===== src/rtl/demand_paged_byte_memory_assert.svh =====
// ----------------------------------------------------------------------------
// Assertion macros for the demand paged byte memory
// Shared forms for the concurrent checks of the demand_paged_byte_memory module.
// ----------------------------------------------------------------------------
`ifndef DEMAND_PAGED_BYTE_MEMORY_ASSERT_SVH
`define DEMAND_PAGED_BYTE_MEMORY_ASSERT_SVH

// The consequent must hold in the same cycle as the antecedent.
`define DPBM_ASSERT_SAME(label, clk, rst_n, ante, cons, msg) \
  label: assert property (@(posedge clk) disable iff (!rst_n) (ante) |-> (cons)) \
    else $error(msg);

// The consequent must hold in the cycle after the antecedent.
`define DPBM_ASSERT_NEXT(label, clk, rst_n, ante, cons, msg) \
  label: assert property (@(posedge clk) disable iff (!rst_n) (ante) |=> (cons)) \
    else $error(msg);

`endif


===== src/rtl/dpbm_ram.sv =====
// ----------------------------------------------------------------------------
// dpbm_ram
// Generic single-port RAM with one write and one read per cycle on a shared address, and registered read.
// ----------------------------------------------------------------------------
module dpbm_ram #(
  parameter int  WIDTH = 8,
  parameter int  DEPTH = 64,
  localparam int AW    = (DEPTH > 1) ? $clog2(DEPTH) : 1
) (
  input  logic             clk_i,
  input  logic             we_i,
  input  logic             re_i,
  input  logic [AW-1:0]    addr_i,
  input  logic [WIDTH-1:0] wdata_i,
  output logic [WIDTH-1:0] rdata_o
);

  logic [WIDTH-1:0] mem_q [DEPTH];
  logic [WIDTH-1:0] rdata_q;

  // Storage array and read register.
  always_ff @(posedge clk_i) begin
    if (we_i) begin
      mem_q[addr_i] <= wdata_i;
    end
    if (re_i) begin
      rdata_q <= mem_q[addr_i];
    end
  end

  assign rdata_o = rdata_q;

endmodule


===== config.mk =====
export PLATFORM = sky130hd
export DESIGN_NAME = dpbm_ram
export DESIGN_NICKNAME = d
export VERILOG_FILES = /design/src/rtl/demand_paged_byte_memory_assert.svh /design/src/rtl/dpbm_ram.sv
export SDC_FILE = /design/constraint.sdc
export NUM_CORES = 1
export LEC_CHECK = 0
export BUFFER_PORTS_ARGS = -buffer_cell sky130_fd_sc_hd__buf_2
export CAP_MARGIN = 25
export CORE_UTILIZATION = 56
export CTS_BUF_LIST = sky130_fd_sc_hd__clkbuf_16
export CTS_CLUSTER_SIZE = 10
export DETAILED_ROUTE_END_ITERATION = 10
export PLACE_DENSITY = 0.75
export SYNTH_ARGS = -nofsm -noshare
export SYNTH_HDL_FRONTEND = slang
export SYNTH_SLANG_ARGS = --single-unit
export TNS_END_PERCENT = 30

===== constraint.sdc =====
create_clock -name clk_i -period 2.2 [get_ports clk_i]
set_input_delay 0.22 -clock clk_i [delete_from_list [all_inputs] [get_ports clk_i]]
set_output_delay 0.22 -clock clk_i [all_outputs]
set_load 0.01 [all_outputs]

==> flow_metrics.tcl <==
set metrics [dict create \
    ys_ff_latch 520 \
    muxShareOfSynthArea 0.0823 \
    row_count 69 \
    clock_latency_ns 0.58 \
    clockBufferDepth 3 \
    synthesis.area_mm2 0.0205 \
    final_common_cell "edfxtp_1" \
    cp_slowest_cell "or4b_1" \
    max_freq_ghz 0.459 \
    area_delta_synth_final_pct 19.6 \
    netlist_instances 1171 \
    crit_type "reg -> reg" \
    ys.warnings.count 0 \
    drc 6 \
    cpPeakStageDelay_ns 0.48 \
    cap_violations 0 \
    synth_cell_types 55 \
    initial_utilization 0.573 \
    grt_pass1_vias 12700 \
    synth_top_family_by_area "multiplexers" \
    critical_path_peak_fanout 1 \
    wl_per_cell_um 28.4 \
    dieArea_mm2 0.0374 \
    cts_root_buf "clkbuf_16" \
    hold_viol 0 \
    core_area_mm2 0.0358 \
    setup.worst_path.start_class "flop" \
    cts_sinks 520 \
    grt_pass1_wl_um 79200 \
    dieHeight_um 193 \
    r2r_cells 5 \
    nNetsFinal 1440 \
    synth_enable_flop_cells 520 \
    wirelength_um 53600 \
    grt_usage 0.289 \
    grt.overflow.total 0 \
    crit_path_end_kind "flop" \
    arrival_ns 2.50 \
    fin_setup_tns_ns 0 \
    cp-startpoint "mem_q[4][7]" \
    hp-start "re_i" \
    clkTransAtPathRegs_ns 0.06 \
    setup_ws_ns 0.0214 \
    violations "DRC" \
    ys_dominant_reg_cell "edfxtp_1" \
    antenna_found_initial 1 \
    synthSimpleGateAreaFrac 0.0569 \
    synth_fa_ha_area_frac 0 \
    cts_tree "yes" \
    timing.reg2reg.setup_slack_ns 0.02 \
    timing.rr.start "mem_q[4][7]" \
    final_antenna_net_count 0 \
    r2r-end "rdata_o[7]" \
    async_reset_ff_frac 0 \
    p_per_area_mw_per_mm2 842 \
    setup_violations 0 \
    period_share 0.990 \
    synth_compound_area_frac 0.0804 \
    synth_fp_nets 1188 \
    drtIter0Drc 1745 \
    holdPathEnd "rdata_o[4]" \
    dp_hpwl_um 35000 \
    pre_cts_slack_ns -0.368 \
    cts.htree.levels 2 \
    slew_headroom 0.379 \
    finalMaxSlewViolations 0 \
    ios 25 \
    fin_crit_ns 2.18 \
    hold_depth 1 \
    drive_gt1_frac 0.280 \
    via_count 12500 \
    p_leak_uw 0.00842 \
    die_w_um 193 \
    placed_cells 1826 \
    hold-worst-slack_ns 0.0283 \
    syn_area_per_cell_um2 17.5 \
    ir_drop_v 0.000538 \
    skew_ns 0.0129 \
    worstMarginPinSlew_ns 0.929 \
    finalNonFillerCells 1889 \
    io_buffers 24 \
    grt_max_degree 65 \
    drt-pass1-iter-count 9 \
    critPathRequiredTime_ns 2.52 \
    seq_area_frac_synth 0.761 \
    place_congestion 0.968 \
    status "finished with violations" \
    path_cells "mux2_4, mux4_2, o21ai_2, o2111ai_1, or4b_1" \
    synth_xor_area_frac 0 \
    cts_made_buffers 58 \
    viasPerCell 6.63 \
    layout_common_cells "edfxtp_1, buf_4, nor2_1" \
    hp-class "in -> reg" \
]
## sequential cells by signal, summed over array words and instances, names as in the netlist
signal and cells:
mem_q 512, rdata_o 8
## synthesized netlist by cell type, types with 3 or more instances
library cell,count,area [um^2]
nand3_1,8,40.0
mux2_2,5,56.3
a221o_1,11,110
o221ai_1,9,78.8
o22ai_1,22,138
inv_1,3,11.3
nand2_1,45,169
nand4_1,3,18.8
o2bb2ai_1,7,61.3
clkbuf_1,36,135
buf_1,6,22.5
and4_1,6,52.6
a31oi_1,15,93.8
or4_1,3,22.5
o31ai_1,5,37.5
mux2_1,7,78.8
o22a_1,11,96.3
a21o_1,4,30.0
buf_2,30,150
o21ai_0,9,45.0
and3_1,9,56.3
a211oi_1,6,45.0
o32ai_1,3,26.3
a32oi_1,7,61.3
nor4_1,3,18.8
buf_4,4,30.0
a22oi_1,40,300
a21oi_1,28,140
a211o_1,3,26.3
buf_6,5,56.3
a22o_1,10,87.6
a221oi_1,21,184
nor2b_1,8,50.1
nand2b_1,24,150
a222oi_1,3,30.0
edfxtp_1,520,15600
nand3b_1,12,90.1
and2_1,9,56.3
nor2_1,82,308
or3b_2,5,43.8
mux4_2,41,923
mux2i_1,63,631
nor3b_1,3,22.5
## worst max-delay path: cells and delay by family (launching register included)
family | cells | cell delay (ns)
compound gates | 2 | 0.31
mux | 2 | 0.75
flops | 1 | 0.38
simple gates | 1 | 0.48
## cell families after synthesis
| logic type | count (synthesis) |
|---|---|
| compound gates | 222 |
| buf+inv | 84 |
| flops | 520 |
| mux | 116 |
| simple gates | 229 |
## where the power goes
group	total (uW)	switching, uW	internal, uW
Combinational	1360	815	547
Clock	8280	3470	4810
Sequential	11000	27.3	11000
Total	20700	4310	16400
## cell type report
type                            instances  area, um^2
Inverter                                3        11.3
Clock buffer                           61        1530
Clock inverter                          3        16.3
Antenna cell                            1        2.50
Timing Repair Buffer                  273        2240
Fill cell                            2175       11300
Tap cell                              461         577
Sequential cell                       520       15600
Multi-Input combinational cell        567        4570
## layer usage
metal,track usage,share of wire
met1,0.391,0.38
met2,0.464,0.48
met3,0.0628,0.11
met4,0.112,0.039
met5,0,0.00022
## through the flow
| stage | area, um^2 | utilization | power (uW) |
|---|---|---|---|
| after floorplan | 20500 | - | 11800 |
| after global placement | 23000 | 0.641 | 12500 |
| after detailed placement | 23000 | 0.641 | 12500 |
| after CTS | 24500 | 0.685 | 20700 |
| after global routing | 24600 | 0.685 | 21100 |
| final | 24600 | 0.685 | 20700 |
## how the worst max path moves through the flow
stage | end | cells past startpoint
finish | rdata_o[7] | 5
global route | rdata_o[7] | 5
CTS | rdata_o[3] | 6
detailed placement | rdata_o[1] | 8
global placement | rdata_o[3] | 8
floorplan | mem_q[13][0] | 7
## what timing repair did
action / 4_1_cts / 5_1_grt
endpoints found under the setup margin: 3 / 3
setup buffers: 0 / 0
gates resized for setup: 5 / 6
hold endpoints to repair: 0 / 0
gates cloned: 0 / 0
hold buffers: 0 / 0
pin swaps: 4 / 3
Power figures use the tool's default switching activity.
